File: src/bnc_pkg.sv
`default_nettype none

package bnc_pkg;

  // default frame limits, handed to the top level parameters
  localparam int DEF_MAX_WIDTH  = 1024;
  localparam int DEF_MAX_HEIGHT = 1024;

  // configuration port
  localparam int ADDR_W = 4;
  localparam int DATA_W = 32;

  // register reset values
  localparam logic       RST_MODE_CLOSE = 1'b0;
  localparam logic [2:0] RST_THRESHOLD  = 3'd2;
  localparam logic [10:0] RST_FRAME     = 11'd1024;

  // register indexes (word address)
  typedef enum logic [1:0] {
    REG_MODE_CLOSE   = 2'd0,
    REG_THRESHOLD    = 2'd1,
    REG_FRAME_WIDTH  = 2'd2,
    REG_FRAME_HEIGHT = 2'd3
  } reg_idx_t;

  // line buffer control from the stream control
  typedef struct packed {
    logic shift;  // one sample enters the window
    logic clr;    // frame restart, rewind the column pointer
  } lb_ctl_t;

  // 4-neighbour window around the centre pixel
  typedef struct packed {
    logic above;
    logic lft;
    logic ctr;
    logic rgt;
    logic below;
  } win_t;

  // frame border flags of the centre pixel
  typedef struct packed {
    logic top;
    logic bot;
    logic lft;
    logic rgt;
  } bnd_t;

endpackage

`default_nettype wire

File: src/bnc_window.sv
`default_nettype none

module bnc_window import bnc_pkg::*; #(
  parameter int MAX_WIDTH = DEF_MAX_WIDTH
) (
  input  wire logic                             clk,
  input  wire logic                             rst_n,
  input  wire lb_ctl_t                          ctl,
  input  wire logic [$clog2(MAX_WIDTH+1)-1:0]   w_eff,
  input  wire logic                             pix,
  output win_t                                  win
);

  localparam int WW = $clog2(MAX_WIDTH + 1);
  localparam int AW = (MAX_WIDTH > 1) ? $clog2(MAX_WIDTH) : 1;

  // two line buffers, each delays its input by one frame line
  logic lb0_mem [MAX_WIDTH];
  logic lb1_mem [MAX_WIDTH];

  logic [AW-1:0] wptr_r, wptr_nxt;
  logic          q0_r;     // newest pixel minus one line
  logic          q1_r;     // newest pixel minus two lines and one
  logic          ctr_r;
  logic          lft_r;
  logic          last_r;   // newest pixel
  logic          below_r;  // newest pixel minus one

  // column pointer wraps at the active line width
  always_comb begin
    if ((WW'(wptr_r) + WW'(1)) >= w_eff) begin
      wptr_nxt = '0;
    end else begin
      wptr_nxt = wptr_r + AW'(1);
    end
  end

  always_ff @(posedge clk) begin
    if (!rst_n) begin
      wptr_r <= '0;
    end else if (ctl.clr) begin
      wptr_r <= '0;
    end else if (ctl.shift) begin
      wptr_r <= wptr_nxt;
    end
  end

  // line buffer reads before writes at the same column
  always_ff @(posedge clk) begin
    if (ctl.shift) begin
      q0_r             <= lb0_mem[wptr_r];
      lb0_mem[wptr_r]  <= pix;
      q1_r             <= lb1_mem[wptr_r];
      lb1_mem[wptr_r]  <= q0_r;
    end
  end

  // short taps around the centre
  always_ff @(posedge clk) begin
    if (ctl.shift) begin
      ctr_r   <= q0_r;
      lft_r   <= ctr_r;
      last_r  <= pix;
      below_r <= last_r;
    end
  end

  assign win.above = q1_r;
  assign win.lft   = lft_r;
  assign win.ctr   = ctr_r;
  assign win.rgt   = q0_r;
  assign win.below = below_r;

endmodule

`default_nettype wire

File: src/binary_neighbour_count_filter_unit.sv
`default_nettype none

// Binary 4-neighbour count filter. Pixels of a binary frame enter in raster order, one per
// transfer, and each output pixel is the centre of a window built from two line buffers, so it
// depends only on unfiltered neighbours. Open mode turns a 0 into 1 when fewer than threshold of
// its neighbours are 0; close mode turns a 1 into 0 when fewer than threshold are 1; neighbours
// outside the frame count as matching. Throughput is one pixel per clock while out_ready does not
// stall the output; a pixel passes the input stage, the window stage and the output register,
// and the output for a position appears with the input one line plus one pixel later, so
// frame_width + 1 drain items flush the frame tail.
// The rate is set by the two line buffer memories (MAX_WIDTH entries of one bit each), each
// taking one read and one write per pixel. Writing frame_width or frame_height restarts the
// frame; a pixel after the last output of a frame starts the next frame. No clearing pass runs
// after reset.
module binary_neighbour_count_filter_unit import bnc_pkg::*; #(
  parameter int MAX_WIDTH  = DEF_MAX_WIDTH,
  parameter int MAX_HEIGHT = DEF_MAX_HEIGHT
) (
  input  wire logic              clk,
  input  wire logic              rst_n,
  // input stream
  input  wire logic              in_valid,
  output logic                   in_ready,
  input  wire logic              in_pixel_in,
  input  wire logic              in_drain,
  // result stream
  output logic                   out_valid,
  input  wire logic              out_ready,
  output logic                   out_pixel_out,
  output logic                   out_end_of_frame,
  // configuration
  input  wire logic              psel,
  input  wire logic              penable,
  input  wire logic              pwrite,
  input  wire logic [ADDR_W-1:0] paddr,
  input  wire logic [DATA_W-1:0] pwdata,
  output logic [DATA_W-1:0]      prdata,
  output logic                   pready
);

  localparam int WW   = $clog2(MAX_WIDTH + 1);
  localparam int HW   = $clog2(MAX_HEIGHT + 1);
  localparam int TW   = $clog2(MAX_WIDTH * MAX_HEIGHT + 1);
  localparam int CNTW = $clog2(MAX_WIDTH * MAX_HEIGHT + MAX_WIDTH + 2);

  // clamp a raw frame size to the supported range
  function automatic logic [WW-1:0] eff_w(input logic [10:0] raw);
    logic [WW-1:0] res;
    if (raw == 11'd0) begin
      res = WW'(1);
    end else if (32'(raw) > 32'(MAX_WIDTH)) begin
      res = WW'(MAX_WIDTH);
    end else begin
      res = WW'(raw);
    end
    return res;
  endfunction

  function automatic logic [HW-1:0] eff_h(input logic [10:0] raw);
    logic [HW-1:0] res;
    if (raw == 11'd0) begin
      res = HW'(1);
    end else if (32'(raw) > 32'(MAX_HEIGHT)) begin
      res = HW'(MAX_HEIGHT);
    end else begin
      res = HW'(raw);
    end
    return res;
  endfunction

  // ---------------------------------------------------------------------------
  // configuration registers
  // ---------------------------------------------------------------------------
  logic          mode_close_r;
  logic [2:0]    threshold_r;
  logic [10:0]   frame_width_r;
  logic [10:0]   frame_height_r;
  logic [WW-1:0] w_eff_r;
  logic [HW-1:0] h_eff_r;
  logic [TW-1:0] total_r;

  reg_idx_t      reg_idx;
  logic          cfg_wr;
  logic          restart_cfg;
  logic [WW-1:0] w_new;
  logic [HW-1:0] h_new;

  assign pready  = 1'b1;
  assign reg_idx = reg_idx_t'(paddr[3:2]);
  assign cfg_wr  = psel & penable & pwrite & pready;
  assign w_new   = eff_w(pwdata[10:0]);
  assign h_new   = eff_h(pwdata[10:0]);
  assign restart_cfg = cfg_wr &
                       ((reg_idx == REG_FRAME_WIDTH) || (reg_idx == REG_FRAME_HEIGHT));

  always_ff @(posedge clk) begin
    if (!rst_n) begin
      mode_close_r   <= RST_MODE_CLOSE;
      threshold_r    <= RST_THRESHOLD;
      frame_width_r  <= RST_FRAME;
      frame_height_r <= RST_FRAME;
      w_eff_r        <= eff_w(RST_FRAME);
      h_eff_r        <= eff_h(RST_FRAME);
      total_r        <= TW'(eff_w(RST_FRAME)) * TW'(eff_h(RST_FRAME));
    end else if (cfg_wr) begin
      unique case (reg_idx)
        REG_MODE_CLOSE: begin
          mode_close_r <= pwdata[0];
        end
        REG_THRESHOLD: begin
          threshold_r <= pwdata[2:0];
        end
        REG_FRAME_WIDTH: begin
          frame_width_r <= pwdata[10:0];
          w_eff_r       <= w_new;
          total_r       <= TW'(w_new) * TW'(h_eff_r);
        end
        REG_FRAME_HEIGHT: begin
          frame_height_r <= pwdata[10:0];
          h_eff_r        <= h_new;
          total_r        <= TW'(w_eff_r) * TW'(h_new);
        end
        default: begin
        end
      endcase
    end
  end

  // register read back
  always_comb begin
    unique case (reg_idx)
      REG_MODE_CLOSE:   prdata = DATA_W'(mode_close_r);
      REG_THRESHOLD:    prdata = DATA_W'(threshold_r);
      REG_FRAME_WIDTH:  prdata = DATA_W'(frame_width_r);
      REG_FRAME_HEIGHT: prdata = DATA_W'(frame_height_r);
      default:          prdata = '0;
    endcase
  end

  // ---------------------------------------------------------------------------
  // pipeline handshake
  // ---------------------------------------------------------------------------
  logic s1_vld_r, s2_vld_r, out_vld_r;
  logic out_free, s2_free, s1_free;
  logic s1_go, s2_go, in_fire;

  assign out_free = !out_vld_r || out_ready;
  assign s2_go    = s2_vld_r & out_free;
  assign s2_free  = !s2_vld_r || out_free;
  assign s1_go    = s1_vld_r & s2_free;
  assign s1_free  = !s1_vld_r || s2_free;
  assign in_ready = s1_free;
  assign in_fire  = in_valid & in_ready;

  // ---------------------------------------------------------------------------
  // frame counters, decided at the input transfer
  // ---------------------------------------------------------------------------
  logic [CNTW-1:0] in_cnt_r;
  logic [TW-1:0]   em_cnt_r;
  logic [WW-1:0]   col_r;
  logic [HW-1:0]   row_r;
  logic            done_r;   // last output of the frame issued at the input

  logic [CNTW-1:0] in_base;
  logic [TW-1:0]   em_base;
  logic [WW-1:0]   col_base, col_inc;
  logic [HW-1:0]   row_base, row_inc;
  logic            in_full, cnt_item, emit, eof;
  bnd_t            bnd;

  // a finished frame restarts on its next pixel
  always_comb begin
    if (done_r) begin
      in_base  = '0;
      em_base  = '0;
      col_base = '0;
      row_base = '0;
    end else begin
      in_base  = in_cnt_r;
      em_base  = em_cnt_r;
      col_base = col_r;
      row_base = row_r;
    end
    col_inc  = col_base + WW'(1);
    row_inc  = row_base + HW'(1);
    in_full  = !done_r && (in_cnt_r >= CNTW'(total_r));
    // a drain only counts once all pixels are in, a late pixel acts as a drain
    cnt_item = !in_drain || in_full;
    emit     = cnt_item && (in_base > CNTW'(w_eff_r));
    eof      = (em_base + TW'(1)) == total_r;
    bnd.top  = (row_base == '0);
    bnd.bot  = (row_inc >= h_eff_r);
    bnd.lft  = (col_base == '0);
    bnd.rgt  = (col_inc >= w_eff_r);
  end

  always_ff @(posedge clk) begin
    if (!rst_n) begin
      in_cnt_r <= '0;
      em_cnt_r <= '0;
      col_r    <= '0;
      row_r    <= '0;
      done_r   <= 1'b0;
    end else if (restart_cfg) begin
      in_cnt_r <= '0;
      em_cnt_r <= '0;
      col_r    <= '0;
      row_r    <= '0;
      done_r   <= 1'b0;
    end else if (in_fire && cnt_item) begin
      in_cnt_r <= in_base + CNTW'(1);
      if (emit) begin
        em_cnt_r <= em_base + TW'(1);
        done_r   <= eof;
        if (col_inc >= w_eff_r) begin
          col_r <= '0;
          row_r <= row_inc;
        end else begin
          col_r <= col_inc;
          row_r <= row_base;
        end
      end else begin
        em_cnt_r <= em_base;
        done_r   <= 1'b0;
        col_r    <= col_base;
        row_r    <= row_base;
      end
    end
  end

  // ---------------------------------------------------------------------------
  // stage 1: accepted sample
  // ---------------------------------------------------------------------------
  logic s1_pix_r, s1_emit_r, s1_eof_r;
  bnd_t s1_bnd_r;

  always_ff @(posedge clk) begin
    if (!rst_n) begin
      s1_vld_r <= 1'b0;
    end else if (s1_free) begin
      s1_vld_r <= in_fire & cnt_item;
    end
  end

  always_ff @(posedge clk) begin
    if (in_fire) begin
      s1_pix_r  <= in_full ? 1'b0 : in_pixel_in;
      s1_emit_r <= emit;
      s1_eof_r  <= eof;
      s1_bnd_r  <= bnd;
    end
  end

  // ---------------------------------------------------------------------------
  // stage 2: window from the line buffers
  // ---------------------------------------------------------------------------
  lb_ctl_t lb_ctl;
  win_t    win;
  logic    s2_eof_r;
  bnd_t    s2_bnd_r;

  assign lb_ctl.shift = s1_go;
  assign lb_ctl.clr   = restart_cfg;

  bnc_window #(
    .MAX_WIDTH (MAX_WIDTH)
  ) u_window (
    .clk   (clk),
    .rst_n (rst_n),
    .ctl   (lb_ctl),
    .w_eff (w_eff_r),
    .pix   (s1_pix_r),
    .win   (win)
  );

  always_ff @(posedge clk) begin
    if (!rst_n) begin
      s2_vld_r <= 1'b0;
    end else if (s2_free) begin
      s2_vld_r <= s1_go & s1_emit_r;
    end
  end

  always_ff @(posedge clk) begin
    if (s1_go) begin
      s2_eof_r <= s1_eof_r;
      s2_bnd_r <= s1_bnd_r;
    end
  end

  // ---------------------------------------------------------------------------
  // neighbour count rule
  // ---------------------------------------------------------------------------
  logic       want;
  logic [2:0] match_cnt;
  logic       result;

  always_comb begin
    want      = mode_close_r;
    match_cnt = 3'(s2_bnd_r.top | (win.above == want)) +
                3'(s2_bnd_r.bot | (win.below == want)) +
                3'(s2_bnd_r.lft | (win.lft   == want)) +
                3'(s2_bnd_r.rgt | (win.rgt   == want));
    if ((win.ctr == want) && (match_cnt < threshold_r)) begin
      result = ~want;
    end else begin
      result = win.ctr;
    end
  end

  // ---------------------------------------------------------------------------
  // result register
  // ---------------------------------------------------------------------------
  logic out_pix_r, out_eof_r;

  always_ff @(posedge clk) begin
    if (!rst_n) begin
      out_vld_r <= 1'b0;
    end else if (out_free) begin
      out_vld_r <= s2_vld_r;
    end
  end

  always_ff @(posedge clk) begin
    if (s2_go) begin
      out_pix_r <= result;
      out_eof_r <= s2_eof_r;
    end
  end

  assign out_valid        = out_vld_r;
  assign out_pixel_out    = out_pix_r;
  assign out_end_of_frame = out_eof_r;

endmodule

`default_nettype wire
File: config.mk
export PLATFORM = sky130hd
export DESIGN_NAME = binary_neighbour_count_filter_unit
export DESIGN_NICKNAME = d
export VERILOG_FILES = /design/src/bnc_pkg.sv /design/src/bnc_window.sv /design/src/binary_neighbour_count_filter_unit.sv
export SDC_FILE = /design/constraint.sdc
export NUM_CORES = 2
export LEC_CHECK = 0
export BUFFER_PORTS_ARGS = -buffer_cell sky130_fd_sc_hd__buf_2
export CAP_MARGIN = 40
export CORE_MARGIN = 1.5
export CORE_UTILIZATION = 59
export CTS_BUF_LIST = sky130_fd_sc_hd__clkbuf_8
export DETAILED_ROUTE_END_ITERATION = 10
export HOLD_SLACK_MARGIN = 0.06
export PLACE_DENSITY = 0.82
export SYNTH_ARGS = -nofsm -noshare
export SYNTH_HDL_FRONTEND = slang
export SYNTH_SLANG_ARGS = --single-unit
File: constraint.sdc
create_clock -name clk -period 14 [get_ports clk]
set_input_delay 2.1 -clock clk [delete_from_list [all_inputs] [get_ports clk]]
set_output_delay 2.1 -clock clk [all_outputs]
set_load 0.02 [all_outputs]
==> impl_metrics.py <==
metrics = {
    "outcome": {
        "status": "complete, no violations",
    },
    "worst_setup_path": {
        "crit_top_cell": "fa_1",
        "reg2reg_depth": 17,
        "crit_arrival_ns": 8.68,
        "r2r_setup_slack_ns": 7.78,
        "required_ns": 14.92,
        "r2r-start": "w_eff_r[0]",
        "rr_endpoint": "total_r[20]",
        "critPathLaunch": "pwdata[6]",
        "crit_chain": "buf_2 -> nor4_1 -> a31oi_1 -> buf_4 -> nor2_1 -> nand2_1 -> fa_1 -> fa_1 -> inv_1 -> fa_1 -> fa_1 -> inv_1 -> fa_1 -> inv_1 -> ha_1 -> and2_1 -> o21ai_0 -> a31oi_1 -> a221oi_1 -> a21oi_1 -> xnor2_1 -> nor2_1 -> a221oi_1",
        "crit_buf_inv": 5,
        "crit_family": "adder cells",
        "cp_num_cells": 23,
        "worstSetupEndpoint": "total_r[20]",
        "cpMaxStageDelayCell": "nor2_1",
        "cp_max_fo": 17,
        "slowest_delay_ns": 0.55,
        "critPathCaptureType": "register",
        "path_class": "primary input to register",
        "crit_path_start_kind": "primary input",
    },
    "synth": {
        "synth_area_leader_cell": "edfxtp_1",
        "synth_top_area_share_pct": 61.3,
        "synthDistinctLibCells": 86,
        "syn_inst": 7421,
        "syn_avg_cell_area_sq_um": 13.7,
        "netlist_area_sq_mm": 0.101,
        "synthTopCellsByArea": "edfxtp_1 (61%), mux2i_1 (6.8%), nor2_1 (4.5%)",
        "ys_ff_latch": 2215,
        "synth-main-ff-cell": "edfxtp_1",
        "synth_edf_count": 2068,
        "synth_async_sr_flop_share_pct": 0,
        "yosys_warnings": 0,
        "seq_area_frac_synth_pct": 64.2,
    },
    "sta": {
        "finalClockSkew_ns": 0.0984,
        "fmax_ghz": 0.129,
        "fin_crit_ns": 7.76,
        "worstMarginPinSlew_ns": 1.07,
        "hold_violations": 0,
        "period_share_pct": 55.5,
        "slew_viol_final": 0,
        "max_slew_margin_pct": 28.4,
        "setup_tns_ns": 0,
        "setup_violations": 0,
        "rsz0062_at_grt": "no",
    },
    "route": {
        "firstDrtPassIters": 7,
        "vias": 66900,
        "wl_per_cell_um": 29.0,
        "drt-total-wl_um": 288000,
        "post-route-drc-count": 0,
        "dr.first_iter.drc_count": 11700,
        "drtAntennaViolNets": 0,
        "viasPerCell": 6.71,
    },
    "clock_network": {
        "cts-root-buf": "clkbuf_8",
        "cts_tree": "yes",
        "cts_buffer_depth": 4,
        "clock_latency_ns": 1.10,
        "ctsHtreeMaxLevel": 5,
        "hold_buffers": 0,
        "post_cts_resized": 0,
        "clkTransAtPathRegs_ns": 0.06,
        "numClockSinks": 2215,
        "numCtsBuffers": 352,
        "cts_setup_buffers": 0,
    },
    "power_and_ir_drop": {
        "leakage_nw": 35.5,
        "p_total_w": 0.0126,
        "peakVddDrop_uv": 122,
        "pwr_density_cell_mw_per_mm2": 114,
    },
    "floorplanning": {
        "die-height_um": 417,
        "rows": 151,
        "die_w_um": 417,
        "die_area_sq_mm": 0.174,
        "fp.coreArea_sq_mm": 0.170,
        "design.portCount": 82,
        "initial_utilization_pct": 59.6,
    },
    "final_layout": {
        "multiInputGateArea_sq_mm": 0.0332,
        "final_cell_mix": "edfxtp_1 (2,068), nor2_1 (1,209), mux2i_1 (691), nand2_1 (368), inv_1 (363)",
        "layout_commonest_cell": "edfxtp_1",
        "layout-drive-gt1-share_pct": 12.0,
        "nNetsFinal": 7873,
        "num-fill-cells": 11500,
        "area_delta_synth_final_pct": 9.18,
        "seqCellArea_sq_mm": 0.0651,
    },
    "global_routing": {
        "grt_max_degree": 218,
        "grt_usage_pct": 32.8,
        "grt_pass1_wl_um": 418000,
        "antenna_found_initial": 14,
        "grt_pass1_vias": 65500,
        "grt-ovfl-total": 0,
    },
    "job": {
        "maxCapViolCount": 0,
    },
    "placement": {
        "io_buffers": 36,
        "gp_congestion": 0.890,
        "hpwl_um": 169000,
    },
    "min_path": {
        "hold_path_class": "register to register",
    },
}
-- worst register-to-register path, stage by stage, from the launching register on --
cell,delay (ns)
dfxtp_1,0.81
nand2_1,0.18
fa_1,0.53
fa_1,0.55
inv_1,0.07
fa_1,0.45
fa_1,0.51
inv_1,0.05
fa_1,0.53
inv_1,0.04
ha_1,0.35
and2_1,0.18
a31o_2,0.21
a41o_1,0.24
o41ai_1,0.73
o2111ai_1,0.25
xnor2_1,0.18
a221oi_1,0.26
-- metrics by stage --
stage          util [%]  cell area [sq um]  worst slack [ns]  hold slack [ns]  instances
5_1_grt            65.0             111000              5.80            0.430       9953
6_report           65.1             111000              6.24            0.422       9961
2_1_floorplan         -             101000            -0.736            0.400       7441
3_3_place_gp       60.8             103000              5.31            0.401       9293
3_5_place_dp       61.4             104000              5.33            0.406       9339
4_1_cts            65.0             111000              6.39            0.419       9950
-- report_power, final --
part	switching [W]	leakage, nW	internal (W)	total (W)
Sequential	0.00000779	19.8	0.00722	0.00723
Clock	0.00251	3.55	0.00245	0.00496
Combinational	0.000252	12.2	0.000113	0.000365
-- cell type report --
type	count	share of cell area, %
sequential	2215	58.8
multi-input combinational	4405	30.0
clock buffer	360	4.48
tap	2218	2.51
timing repair buffer	246	2.28
clock inverter	251	1.04
inverter	256	0.869
antenna	10	0.0226
-- registers in the layout (all words and copies together), names as in the netlist, 4 cells and up --
register          count
u_window.lb0_mem   1024
u_window.lb1_mem   1024
em_cnt_r             21
in_cnt_r             21
total_r              21
col_r                11
frame_height_r       11
frame_width_r        11
h_eff_r              11
row_r                11
w_eff_r              11
u_window.wptr_r      10
s1_bnd_r              4
s2_bnd_r              4
-- how the worst min path moves through the flow --
stage / endpoint / slack [ns] / startpoint / depth (start not counted)
after floorplan: out_end_of_frame / 0.40 / s2_eof_r / 0
after global placement: s2_bnd_r[3] / 0.40 / s1_bnd_r[3] / 0
after detailed placement: s2_bnd_r[3] / 0.41 / s1_bnd_r[3] / 0
after CTS: s2_bnd_r[3] / 0.42 / s1_bnd_r[3] / 0
after global routing: s2_eof_r / 0.43 / s1_eof_r / 0
final: u_window.below_r / 0.42 / u_window.last_r / 0
-- metal layers --
metal / track usage [%] / share of wire (%) / vias to the layer above
met5: 0 / 0.014 / -
met4: 19.2 / 6.7 / 8
met3: 8.57 / 14 / 1177
met2: 50.3 / 45 / 5496
met1: 42.6 / 34 / 32700
li1: - / - / 27500
-- logic make-up after synthesis --
group                      Yosys count  share of synthesized area (%)
and+or+nand+nor                   2242                           9.75
muxes                              883                           10.9
other                                2                        0.00741
adders and majority gates          352                           5.52
AOI/OAI and AO/OA                  808                           5.34
DFF                               2215                           64.2
xor gates and xnor gates            98                          0.847
buffers and inverters              821                           3.41
-- Yosys cell counts (10+ instances only) --
cell       count
inv_1        255
buf_4         52
nand2_1      393
clkbuf_1     374
buf_1         26
a221oi_1      10
nor3_1        83
a22oi_1       47
a21o_1        35
fa_1         159
o21a_1        13
a22o_1        18
or4_1         22
xnor2_1       70
or3_1         18
nand2b_1      20
mux4_2       177
o22ai_1      275
a21oi_1       93
o2111ai_1     10
o21ai_0      103
xor2_1        28
ha_1         193
nor2_1      1211
and2_1       131
a21boi_0      47
o221ai_1      10
edfxtp_1    2068
dfxtp_1      147
nor4_1        65
nor2b_1       61
a211oi_1      24
mux2i_1      691
o211a_1       10
a31oi_1       17
o211ai_1      18
nand3_1      130
and3_1        21
nand4_1       48
buf_2        107
mux2_2        14
Note: power is estimated with default switching activity, not from simulation.
